===== src/rtl/ppc_pkg.sv =====
// ----------------------------------------------------------------------------
// ppc_pkg: shared types and constants
// Controller states, controller-to-datapath commands and datapath status.
// ----------------------------------------------------------------------------
`timescale 1ns / 1ps
`default_nettype none

package ppc_pkg;

  // width of the saturating running counters
  localparam int unsigned CntW = 32;

  // divide by ten as (x * TenRecip) >> TenShift, exact for any 32-bit x
  localparam logic [31:0] TenRecip = 32'hCCCC_CCCD;
  localparam int unsigned TenShift = 35;

  // first trial divisor and its square
  localparam int unsigned FirstDiv = 2;
  localparam int unsigned FirstSq  = FirstDiv * FirstDiv;

  typedef enum logic [2:0] {
    ST_IDLE,
    ST_START,
    ST_PAL_DIV,
    ST_PAL_STEP,
    ST_PAL_END,
    ST_PRM_CHK,
    ST_PRM_WAIT,
    ST_FINISH
  } ppc_state_e;

  // commands from controller to datapath
  typedef struct packed {
    logic load;       // capture a new request
    logic dig_div;    // register rest / 10
    logic div_start;  // launch the trial divider on n / d
    logic pal_step;   // fold one digit into the reversed value
    logic pal_set;    // latch palindrome flag
    logic prm_init;   // d = 2, d*d = 4
    logic prm_step;   // d = d + 1, square updated
    logic prm_set;    // no divisor found: prime
    logic finish;     // load result flags, bump counters
  } ppc_cmd_t;

  // status from datapath to controller
  typedef struct packed {
    logic neg;        // captured number is negative
    logic div_done;   // divider result ready (one-cycle pulse)
    logic quo_zero;   // rest / 10 is zero
    logic rem_zero;   // trial remainder is zero
    logic le_one;     // number is 0 or 1
    logic sq_gt_n;    // d*d exceeds number
  } ppc_sts_t;

endpackage

`default_nettype wire


===== src/rtl/ppc_div.sv =====
// ----------------------------------------------------------------------------
// ppc_div: radix-2 restoring divider
// Unsigned division of a non-negative value, one quotient bit per cycle.
// ----------------------------------------------------------------------------
`timescale 1ns / 1ps
`default_nettype none

module ppc_div #(
  parameter int unsigned NUMBER_WIDTH = 32
) (
  input  wire logic                    clk_i,
  input  wire logic                    rst_ni,
  input  wire logic                    start_i,
  input  wire logic [NUMBER_WIDTH-1:0] dividend_i,
  input  wire logic [NUMBER_WIDTH-1:0] divisor_i,
  output logic                         done_o,
  output logic [NUMBER_WIDTH-1:0]      rem_o
);

  localparam int unsigned CntW = $clog2(NUMBER_WIDTH + 1);

  logic [NUMBER_WIDTH-1:0] quo_q, quo_d;
  logic [NUMBER_WIDTH-1:0] rem_q, rem_d;
  logic [NUMBER_WIDTH-1:0] dvs_q, dvs_d;
  logic [CntW-1:0]         cnt_q, cnt_d;
  logic                    busy_q, busy_d;
  logic                    done_q, done_d;
  logic [NUMBER_WIDTH-1:0] shifted;
  logic                    ge;

  // remainder stays below the divisor, so its top bit is always clear
  assign shifted = {rem_q[NUMBER_WIDTH-2:0], quo_q[NUMBER_WIDTH-1]};
  assign ge      = (shifted >= dvs_q);

  // one restoring step per cycle
  always_comb begin
    quo_d  = quo_q;
    rem_d  = rem_q;
    dvs_d  = dvs_q;
    cnt_d  = cnt_q;
    busy_d = busy_q;
    done_d = 1'b0;
    if (start_i) begin
      quo_d  = dividend_i;
      rem_d  = '0;
      dvs_d  = divisor_i;
      cnt_d  = CntW'(NUMBER_WIDTH);
      busy_d = 1'b1;
    end else if (busy_q) begin
      quo_d = {quo_q[NUMBER_WIDTH-2:0], ge};
      rem_d = ge ? (shifted - dvs_q) : shifted;
      cnt_d = cnt_q - 1'b1;
      if (cnt_q == CntW'(1)) begin
        busy_d = 1'b0;
        done_d = 1'b1;
      end
    end
  end

  always_ff @(posedge clk_i or negedge rst_ni) begin
    if (!rst_ni) begin
      busy_q <= 1'b0;
      done_q <= 1'b0;
      cnt_q  <= '0;
    end else begin
      busy_q <= busy_d;
      done_q <= done_d;
      cnt_q  <= cnt_d;
    end
  end

  always_ff @(posedge clk_i) begin
    quo_q <= quo_d;
    rem_q <= rem_d;
    dvs_q <= dvs_d;
  end

  assign done_o = done_q;
  assign rem_o  = rem_q;

endmodule

`default_nettype wire


===== src/rtl/ppc_dpath.sv =====
// ----------------------------------------------------------------------------
// ppc_dpath: classifier datapath
// Number, digit reversal, trial divisor and its square, flags and counters.
// ----------------------------------------------------------------------------
`timescale 1ns / 1ps
`default_nettype none

module ppc_dpath
  import ppc_pkg::*;
#(
  parameter int unsigned NUMBER_WIDTH = 32
) (
  input  wire logic                    clk_i,
  input  wire logic                    rst_ni,
  input  wire logic [NUMBER_WIDTH-1:0] number_i,
  input  wire ppc_cmd_t                cmd_i,
  output ppc_sts_t                     sts_o,
  output logic                         is_prime_o,
  output logic                         is_palindrome_o,
  output logic                         is_palindromic_prime_o,
  output logic [CntW-1:0]              prime_count_o,
  output logic [CntW-1:0]              palindrome_count_o,
  output logic [CntW-1:0]              both_count_o,
  output logic [CntW-1:0]              total_count_o
);

  localparam int unsigned W    = NUMBER_WIDTH;
  localparam int unsigned RevW = NUMBER_WIDTH + 3;  // reversed value < 10 * number

  logic [W-1:0]    n_q;
  logic [W-1:0]    rest_q;
  logic [W-1:0]    dig_quo_q;
  logic [RevW-1:0] rev_q;
  logic [W-1:0]    d_q;
  logic [W:0]      sq_q;
  logic            prime_q, pal_q;
  logic            out_prime_q, out_pal_q, out_both_q;
  logic [CntW-1:0] prime_cnt_q, pal_cnt_q, both_cnt_q, total_cnt_q;

  logic [W-1:0]    div_rem;
  logic            div_done;
  logic [31:0]     rest_ext;
  logic [63:0]     ten_prod;
  logic [W-1:0]    dig_x10;
  logic [W-1:0]    dig_rem;
  logic [RevW-1:0] rev_next;

  // trial division of n by d
  ppc_div #(
    .NUMBER_WIDTH(NUMBER_WIDTH)
  ) u_div (
    .clk_i      (clk_i),
    .rst_ni     (rst_ni),
    .start_i    (cmd_i.div_start),
    .dividend_i (n_q),
    .divisor_i  (d_q),
    .done_o     (div_done),
    .rem_o      (div_rem)
  );

  // rest / 10 by reciprocal multiplication, registered before use
  assign rest_ext = 32'(rest_q);
  assign ten_prod = 64'(rest_ext) * 64'(TenRecip);

  // digit = rest - 10 * (rest / 10)
  assign dig_x10 = {dig_quo_q[W-4:0], 3'b000} + {dig_quo_q[W-2:0], 1'b0};
  assign dig_rem = rest_q - dig_x10;

  // rev * 10 + digit, as shifts and adds
  assign rev_next = {rev_q[RevW-4:0], 3'b000} + {rev_q[RevW-2:0], 1'b0}
                  + {3'b000, dig_rem};

  // working registers
  always_ff @(posedge clk_i) begin
    if (cmd_i.load) begin
      n_q    <= number_i;
      rest_q <= number_i;
      rev_q  <= '0;
    end
    if (cmd_i.dig_div) begin
      dig_quo_q <= W'(ten_prod[63:TenShift]);
    end
    if (cmd_i.pal_step) begin
      rev_q  <= rev_next;
      rest_q <= dig_quo_q;
    end
    if (cmd_i.prm_init) begin
      d_q  <= W'(FirstDiv);
      sq_q <= (W + 1)'(FirstSq);
    end else if (cmd_i.prm_step) begin
      d_q  <= d_q + 1'b1;
      sq_q <= sq_q + {d_q, 1'b1};  // (d+1)^2 = d^2 + 2d + 1
    end
  end

  // per-item flags
  always_ff @(posedge clk_i or negedge rst_ni) begin
    if (!rst_ni) begin
      prime_q <= 1'b0;
      pal_q   <= 1'b0;
    end else if (cmd_i.load) begin
      prime_q <= 1'b0;
      pal_q   <= 1'b0;
    end else begin
      if (cmd_i.pal_set) pal_q <= (rev_q == {3'b000, n_q});
      if (cmd_i.prm_set) prime_q <= 1'b1;
    end
  end

  // result flags and saturating counters
  always_ff @(posedge clk_i or negedge rst_ni) begin
    if (!rst_ni) begin
      out_prime_q <= 1'b0;
      out_pal_q   <= 1'b0;
      out_both_q  <= 1'b0;
      prime_cnt_q <= '0;
      pal_cnt_q   <= '0;
      both_cnt_q  <= '0;
      total_cnt_q <= '0;
    end else if (cmd_i.finish) begin
      out_prime_q <= prime_q;
      out_pal_q   <= pal_q;
      out_both_q  <= prime_q & pal_q;
      if (prime_q && prime_cnt_q != '1) prime_cnt_q <= prime_cnt_q + 1'b1;
      if (pal_q && pal_cnt_q != '1) pal_cnt_q <= pal_cnt_q + 1'b1;
      if (prime_q && pal_q && both_cnt_q != '1) both_cnt_q <= both_cnt_q + 1'b1;
      if (total_cnt_q != '1) total_cnt_q <= total_cnt_q + 1'b1;
    end
  end

  // status
  assign sts_o.neg      = n_q[W-1];
  assign sts_o.div_done = div_done;
  assign sts_o.quo_zero = (dig_quo_q == '0);
  assign sts_o.rem_zero = (div_rem == '0);
  assign sts_o.le_one   = (n_q <= W'(1));
  assign sts_o.sq_gt_n  = (sq_q > {1'b0, n_q});

  assign is_prime_o             = out_prime_q;
  assign is_palindrome_o        = out_pal_q;
  assign is_palindromic_prime_o = out_both_q;
  assign prime_count_o          = prime_cnt_q;
  assign palindrome_count_o     = pal_cnt_q;
  assign both_count_o           = both_cnt_q;
  assign total_count_o          = total_cnt_q;

  // counters move together, so the ordering between them always holds
  a_prime_le_total: assert property (@(posedge clk_i) disable iff (!rst_ni)
    prime_cnt_q <= total_cnt_q)
    else $error("prime count above total count");

  a_both_le_prime: assert property (@(posedge clk_i) disable iff (!rst_ni)
    both_cnt_q <= prime_cnt_q && both_cnt_q <= pal_cnt_q)
    else $error("palindromic prime count above prime or palindrome count");

endmodule

`default_nettype wire


===== src/rtl/ppc_ctrl.sv =====
// ----------------------------------------------------------------------------
// ppc_ctrl: classifier controller
// Sequences digit extraction, trial division and result hand-off.
// ----------------------------------------------------------------------------
`timescale 1ns / 1ps
`default_nettype none

module ppc_ctrl
  import ppc_pkg::*;
(
  input  wire logic     clk_i,
  input  wire logic     rst_ni,
  input  wire logic     in_valid_i,
  output logic          in_stall_o,
  output logic          out_valid_o,
  input  wire logic     out_stall_i,
  input  wire ppc_sts_t sts_i,
  output ppc_cmd_t      cmd_o
);

  ppc_state_e state_q, state_d;
  logic       out_valid_q, out_valid_d;

  // state and result-valid registers
  always_ff @(posedge clk_i or negedge rst_ni) begin
    if (!rst_ni) begin
      state_q     <= ST_IDLE;
      out_valid_q <= 1'b0;
    end else begin
      state_q     <= state_d;
      out_valid_q <= out_valid_d;
    end
  end

  // next state and commands
  always_comb begin
    state_d    = state_q;
    cmd_o      = '0;
    in_stall_o = 1'b1;
    case (state_q)
      ST_IDLE: begin
        in_stall_o = 1'b0;
        if (in_valid_i) begin
          cmd_o.load = 1'b1;
          state_d    = ST_START;
        end
      end
      ST_START: begin
        // negatives are neither prime nor palindrome
        if (sts_i.neg) begin
          state_d = ST_FINISH;
        end else begin
          cmd_o.dig_div = 1'b1;
          state_d       = ST_PAL_STEP;
        end
      end
      ST_PAL_DIV: begin
        cmd_o.dig_div = 1'b1;
        state_d       = ST_PAL_STEP;
      end
      ST_PAL_STEP: begin
        cmd_o.pal_step = 1'b1;
        state_d        = sts_i.quo_zero ? ST_PAL_END : ST_PAL_DIV;
      end
      ST_PAL_END: begin
        cmd_o.pal_set = 1'b1;
        if (sts_i.le_one) begin
          state_d = ST_FINISH;
        end else begin
          cmd_o.prm_init = 1'b1;
          state_d        = ST_PRM_CHK;
        end
      end
      ST_PRM_CHK: begin
        if (sts_i.sq_gt_n) begin
          cmd_o.prm_set = 1'b1;
          state_d       = ST_FINISH;
        end else begin
          cmd_o.div_start = 1'b1;
          state_d         = ST_PRM_WAIT;
        end
      end
      ST_PRM_WAIT: begin
        if (sts_i.div_done) begin
          if (sts_i.rem_zero) begin
            state_d = ST_FINISH;
          end else begin
            cmd_o.prm_step = 1'b1;
            state_d        = ST_PRM_CHK;
          end
        end
      end
      ST_FINISH: begin
        // result slot free, or being emptied this cycle
        if (!out_valid_q || !out_stall_i) begin
          cmd_o.finish = 1'b1;
          state_d      = ST_IDLE;
        end
      end
      default: begin
        state_d = ST_IDLE;
      end
    endcase
  end

  // result valid: set on finish, cleared once taken
  always_comb begin
    out_valid_d = out_valid_q;
    if (cmd_o.finish) begin
      out_valid_d = 1'b1;
    end else if (!out_stall_i) begin
      out_valid_d = 1'b0;
    end
  end

  assign out_valid_o = out_valid_q;

  a_done_in_wait: assert property (@(posedge clk_i) disable iff (!rst_ni)
    sts_i.div_done |-> state_q == ST_PRM_WAIT)
    else $error("divider finished outside the trial wait state");

  a_accept_starts: assert property (@(posedge clk_i) disable iff (!rst_ni)
    (in_valid_i && !in_stall_o) |=> state_q == ST_START)
    else $error("accepted request did not start classification");

  a_valid_from_finish: assert property (@(posedge clk_i) disable iff (!rst_ni)
    $rose(out_valid_q) |-> $past(state_q) == ST_FINISH)
    else $error("result raised outside finish");

endmodule

`default_nettype wire


===== src/rtl/prime_palindrome_classifier_top.sv =====
// ----------------------------------------------------------------------------
// prime_palindrome_classifier_top: prime and palindrome classifier
// Classifies signed integers and keeps saturating running counts.
// ----------------------------------------------------------------------------
// Usage:
//   Input channel: number_i with in_valid_i / in_stall_o. A request is taken
//   on a rising edge with in_valid_i high and in_stall_o low. Only the low
//   NUMBER_WIDTH bits are used, bit NUMBER_WIDTH-1 being the sign.
//   Output channel: three flags and four counters with out_valid_o /
//   out_stall_i; one result per request, counts already include it.
//   One request is classified at a time. A negative number goes straight to
//   the hand-off. Otherwise each decimal digit takes a registered reciprocal
//   multiply by one tenth, then a fold; then each trial divisor d (2 up to
//   d*d > n) is tried in turn on the radix-2 divider.
//   A finished result sits in the output register while out_stall_i is
//   high; the next request is taken and worked on meanwhile, and waits for
//   the slot only at its own hand-off.
//   Reset empties the output, returns to idle and zeroes all counters.
// ----------------------------------------------------------------------------
`timescale 1ns / 1ps
`default_nettype none

module prime_palindrome_classifier_top
  import ppc_pkg::*;
#(
  parameter int unsigned NUMBER_WIDTH = 32
) (
  input  wire logic               clk_i,
  input  wire logic               rst_ni,
  input  wire logic               in_valid_i,
  output logic                    in_stall_o,
  input  wire logic signed [31:0] number_i,
  output logic                    out_valid_o,
  input  wire logic               out_stall_i,
  output logic                    is_prime_o,
  output logic                    is_palindrome_o,
  output logic                    is_palindromic_prime_o,
  output logic [CntW-1:0]         prime_count_o,
  output logic [CntW-1:0]         palindrome_count_o,
  output logic [CntW-1:0]         both_count_o,
  output logic [CntW-1:0]         total_count_o
);

  ppc_cmd_t cmd;
  ppc_sts_t sts;

  ppc_ctrl u_ctrl (
    .clk_i       (clk_i),
    .rst_ni      (rst_ni),
    .in_valid_i  (in_valid_i),
    .in_stall_o  (in_stall_o),
    .out_valid_o (out_valid_o),
    .out_stall_i (out_stall_i),
    .sts_i       (sts),
    .cmd_o       (cmd)
  );

  ppc_dpath #(
    .NUMBER_WIDTH(NUMBER_WIDTH)
  ) u_dpath (
    .clk_i                  (clk_i),
    .rst_ni                 (rst_ni),
    .number_i               (number_i[NUMBER_WIDTH-1:0]),
    .cmd_i                  (cmd),
    .sts_o                  (sts),
    .is_prime_o             (is_prime_o),
    .is_palindrome_o        (is_palindrome_o),
    .is_palindromic_prime_o (is_palindromic_prime_o),
    .prime_count_o          (prime_count_o),
    .palindrome_count_o     (palindrome_count_o),
    .both_count_o           (both_count_o),
    .total_count_o          (total_count_o)
  );

endmodule

`default_nettype wire

===== config.mk =====
export PLATFORM = sky130hd
export DESIGN_NAME = prime_palindrome_classifier_top
export DESIGN_NICKNAME = d
export VERILOG_FILES = /design/src/rtl/ppc_pkg.sv /design/src/rtl/ppc_div.sv /design/src/rtl/ppc_dpath.sv /design/src/rtl/ppc_ctrl.sv /design/src/rtl/prime_palindrome_classifier_top.sv
export SDC_FILE = /design/constraint.sdc
export NUM_CORES = 2
export LEC_CHECK = 0
export ABC_AREA = 0
export BUFFER_PORTS_ARGS = -buffer_cell sky130_fd_sc_hd__buf_4
export CAP_MARGIN = 20
export CORE_MARGIN = 1
export CORE_UTILIZATION = 64
export CTS_CLUSTER_DIAMETER = 100
export DETAILED_ROUTE_END_ITERATION = 8
export GPL_TIMING_DRIVEN = 0
export PLACE_DENSITY = 0.82
export SETUP_SLACK_MARGIN = 0.4
export SLEW_MARGIN = 20
export SYNTH_ARGS = -nofsm -noshare
export SYNTH_HDL_FRONTEND = slang
export SYNTH_SLANG_ARGS = --single-unit

===== constraint.sdc =====
create_clock -name clk_i -period 10.15 [get_ports clk_i]
set_input_delay 1.5225 -clock clk_i [delete_from_list [all_inputs] [get_ports clk_i]]
set_output_delay 1.5225 -clock clk_i [all_outputs]
set_load 0.01 [all_outputs]

==> summary.txt <==
STA
  • Final Max Slew Viols: 0
  • Fmax: 113.8 MHz
  • Worst Tran Pin Value: 1136 ps
  • Unrepaired setup endpoints after global routing: false
  • Tmin final: 8785 ps
  • Final setup TNS: 0 ps
  • # setup viols final: 0
  • Setup ws final: 1365 ps
  • Tcrit/Tclk final: 86.55%
  • Clk_skew: 21.41 ps
  • Max-Slew Margin vs Limit: 23.55%
  • Fin. Hold Viols: 0

Clock tree
  • CTS tree: built
  • CTS Buffer Depth: 3
  • Sink Count: 434
  • Setup Fix Bufs, Post-CTS: 0
  • Resized cells post-CTS: 0
  • Cts hold-fix bufs: 0
  • Clock latency on the worst-skew pair: 570 ps
  • H-tree levels: 2
  • Clk slew on worst S/H paths: 60 ps
  • CTS Buf Count: 43
  • Root Driver: clkbuf_16

Synth
  • Post-synthesis sequential area ratio: 26.79%
  • Yosys Warn Count: 0
  • Post-synth top area share: 21.05%
  • Avg Cell Area, Syn: 9.904 um2
  • Cell taking the most area after synthesis: fa_1
  • Ys async rst share: 33.41%
  • Yosys reg bits: 434
  • Number of library cell types mapped by synthesis: 70
  • Synth Cell Area: 42,320 um2
  • Synthesized instance count: 4,273
  • Syn_nets: 5,270
  • Ranking of synthesized cells by area: fa_1 21%, ha_1 15%, edfxtp_1 14%
  • Number of synthesized flops with an enable pin: 192
  • Synth Flop Type: edfxtp_1

Pwr
  • Maximum VDD drop: 148.3 uV
  • Pwr Density: 74.67 nW/um2
  • Overall power: 3.445 mW
  • Leakage: 22.70 nW

Final layout
  • Final std cells w/o fill: 5,379
  • Register area: 11,340 um2
  • Layout cells sized above 1: 6.743%
  • Area delta synth->final: 9.027%
  • Most common cell after layout, fill and taps aside: inv_1
  • Area taken by multi-input logic gates: 27,610 um2
  • NumNets Final: 5,486
  • Commonest non-fill, non-tap cells in the layout: 829 x inv_1, 516 x ha_1, 445 x fa_1
  • Layout fillers: 4,723
  • Final core utilization: 71.06%

Floorplan
  • Rows: 93
  • Die area: 67,150 um2
  • Die width: 259.1 um
  • I/O Pins: 169
  • Starting utilization of the core area: 65.18%
  • Die height: 259.1 um
  • Core area: 64,930 um2

Detailed routing
  • DR iter-0 viols: 2,721
  • Post-Route WL: 111.9 mm
  • Total number of vias: 31,435
  • Vias per cell: 5.844
  • ANT nets after route: 0
  • DRC violations left: 0
  • Routed WL per cell: 20.81 um
  • 1st-pass router iterations: 6

Worst setup path
  • Critical path arrival: 9100 ps
  • CP Max Fanout: 8
  • Critical Path End Type: register
  • Crit-path slowest cell: edfxtp_1
  • Slowest stage delay, CP: 600 ps
  • Worst R2R Path Depth: 24
  • Crit start category: register
  • Crit-path cells: ha_1, clkbuf_1, xnor2_1, o21ai_0, fa_1, inv_1, fa_1, fa_1, inv_1, fa_1, fa_1, inv_1, fa_1, inv_1, ha_1, nand4_1, nor3_1, o2111ai_1, a211oi_1, a21oi_1, o211ai_1, a21o_1, a31oi_1, xnor2_1
  • WS Path Type: reg2reg
  • Most used cell along the critical path: fa_1
  • Worst Path Required: 10,460 ps

Global route
  • First-pass GRT wire length: 175.8 mm
  • Largest net degree at the start of global routing: 101
  • Vias in the first global route: 31,843
  • Overflow after GRT: 0
  • Initial antenna violation count: 2
  • Total GRT Usage: 33.99%

Run status
  • Status: complete, no violations

Min path
  • Hold path depth: 1
  • Hold WC Path Type: reg2reg

Placed design
  • DP HPWL: 92.56 mm
  • Place WS: 1532 ps
  • DP Cell Count: 5,299
  • Final Wtd Congestion: 1.023
  • Number of I/O port buffers: 168

Run
  • Max-Cap Viols: 0
## per-stage QoR
step                      hold slack, ps  instance area [um2]
after global placement             459.9                44650
after CTS                          490.6                46140
after global routing               504.9                46140
after floorplan                    451.2                42320
after detailed placement           466.2                44750
final                              490.9                46140
## synthesized netlist by cell type (all sizes together), types with 42 or more instances
master / n
nor2: 241
nand4: 60
inv: 830
nand2: 265
fa: 445
a21o: 92
edfxtp: 192
dfrtp: 145
ha: 516
and3: 45
dfxtp: 97
a211oi: 42
o21ai: 121
xnor2: 204
clkbuf: 58
xor2: 175
nand3: 100
nor3: 62
a21oi: 199
## area by class of cell
type / count / area share (%)
multi-input combinational: 2939 / 59.83
clock inverter: 17 / 0.2603
tap: 855 / 2.319
buffer: 70 / 0.5993
clock buffer: 62 / 2.750
sequential: 434 / 24.57
timing repair buffer: 171 / 2.913
antenna: 1 / 0.005424
inverter: 830 / 6.753
## registers in the layout (all words and copies together), names as in the netlist, 3 cells and up
name	cells
u_ctrl.state_q	3
u_dpath.d_q	32
u_dpath.n_q	32
u_dpath.u_div.rem_o	32
u_dpath.u_div.cnt_q	6
u_dpath.u_div.dvs_q	32
u_dpath.total_count_o	32
u_dpath.u_div.quo_q	32
u_dpath.palindrome_count_o	32
u_dpath.rev_q	35
u_dpath.rest_ext	32
u_dpath.dig_quo_q	29
u_dpath.sq_q	33
u_dpath.prime_count_o	32
u_dpath.both_count_o	32
## critical path: cells and delay by family, from the launching register on
kind / cells / cell delay (ps)
xor+xnor: 2 / 410
fa+ha+maj: 8 / 3730
flops: 1 / 600
compound gates: 7 / 2390
simple gates: 2 / 680
buf+inv: 5 / 720
## per-layer routing
metal	up-vias	GRT usage (%)	routed length [um]
met3	281	7.469	10750
met5	-	0	0
met4	0	13.69	4906
met2	1312	54.63	51150
met1	15305	44.84	45110
li1	14537	-	-
## power breakdown
part           internal [mW]  leakage, nW         switching (mW)
logic                 0.0126         17.6                 0.0281
clock network          0.895        0.695                  0.688
registers               1.82         4.41  0.0000000000000000173
total                   2.73         22.7                  0.716
## final timing paths
check / from / endpoint / slack, ps
worst max-delay path: u_dpath.rest_ext[8] / u_dpath.dig_quo_q[26] / 1370
worst min-delay path: u_dpath.prime_count_o[5] / u_dpath.prime_count_o[5] / 490
worst max register to register: u_dpath.rest_ext[8] / u_dpath.dig_quo_q[26] / 1370
worst min register to register: u_dpath.prime_count_o[5] / u_dpath.prime_count_o[5] / 490
max in group asynchronous: rst_ni / u_dpath.u_div.busy_q / 8460
min in group asynchronous: rst_ni / u_dpath.both_count_o[11] / 870
## cells by family (layout without fill, tap and decap cells)
| group | Yosys count | after routing | synth area share, % |
|---|---|---|---|
| AOI/OAI and AO/OA | 600 | 600 | 8.929 |
| xor gates and xnor gates | 379 | 379 | 7.844 |
| adders and majority gates | 961 | 961 | 36.31 |
| buffers and inverters | 900 | 1150 | 8.016 |
| DFF | 434 | 434 | 26.79 |
| muxes | 58 | 58 | 1.487 |
| other | 0 | 1 | 0 |
| and+or+nand+nor | 941 | 941 | 10.63 |
Note: power is estimated with default switching activity, not from simulation.
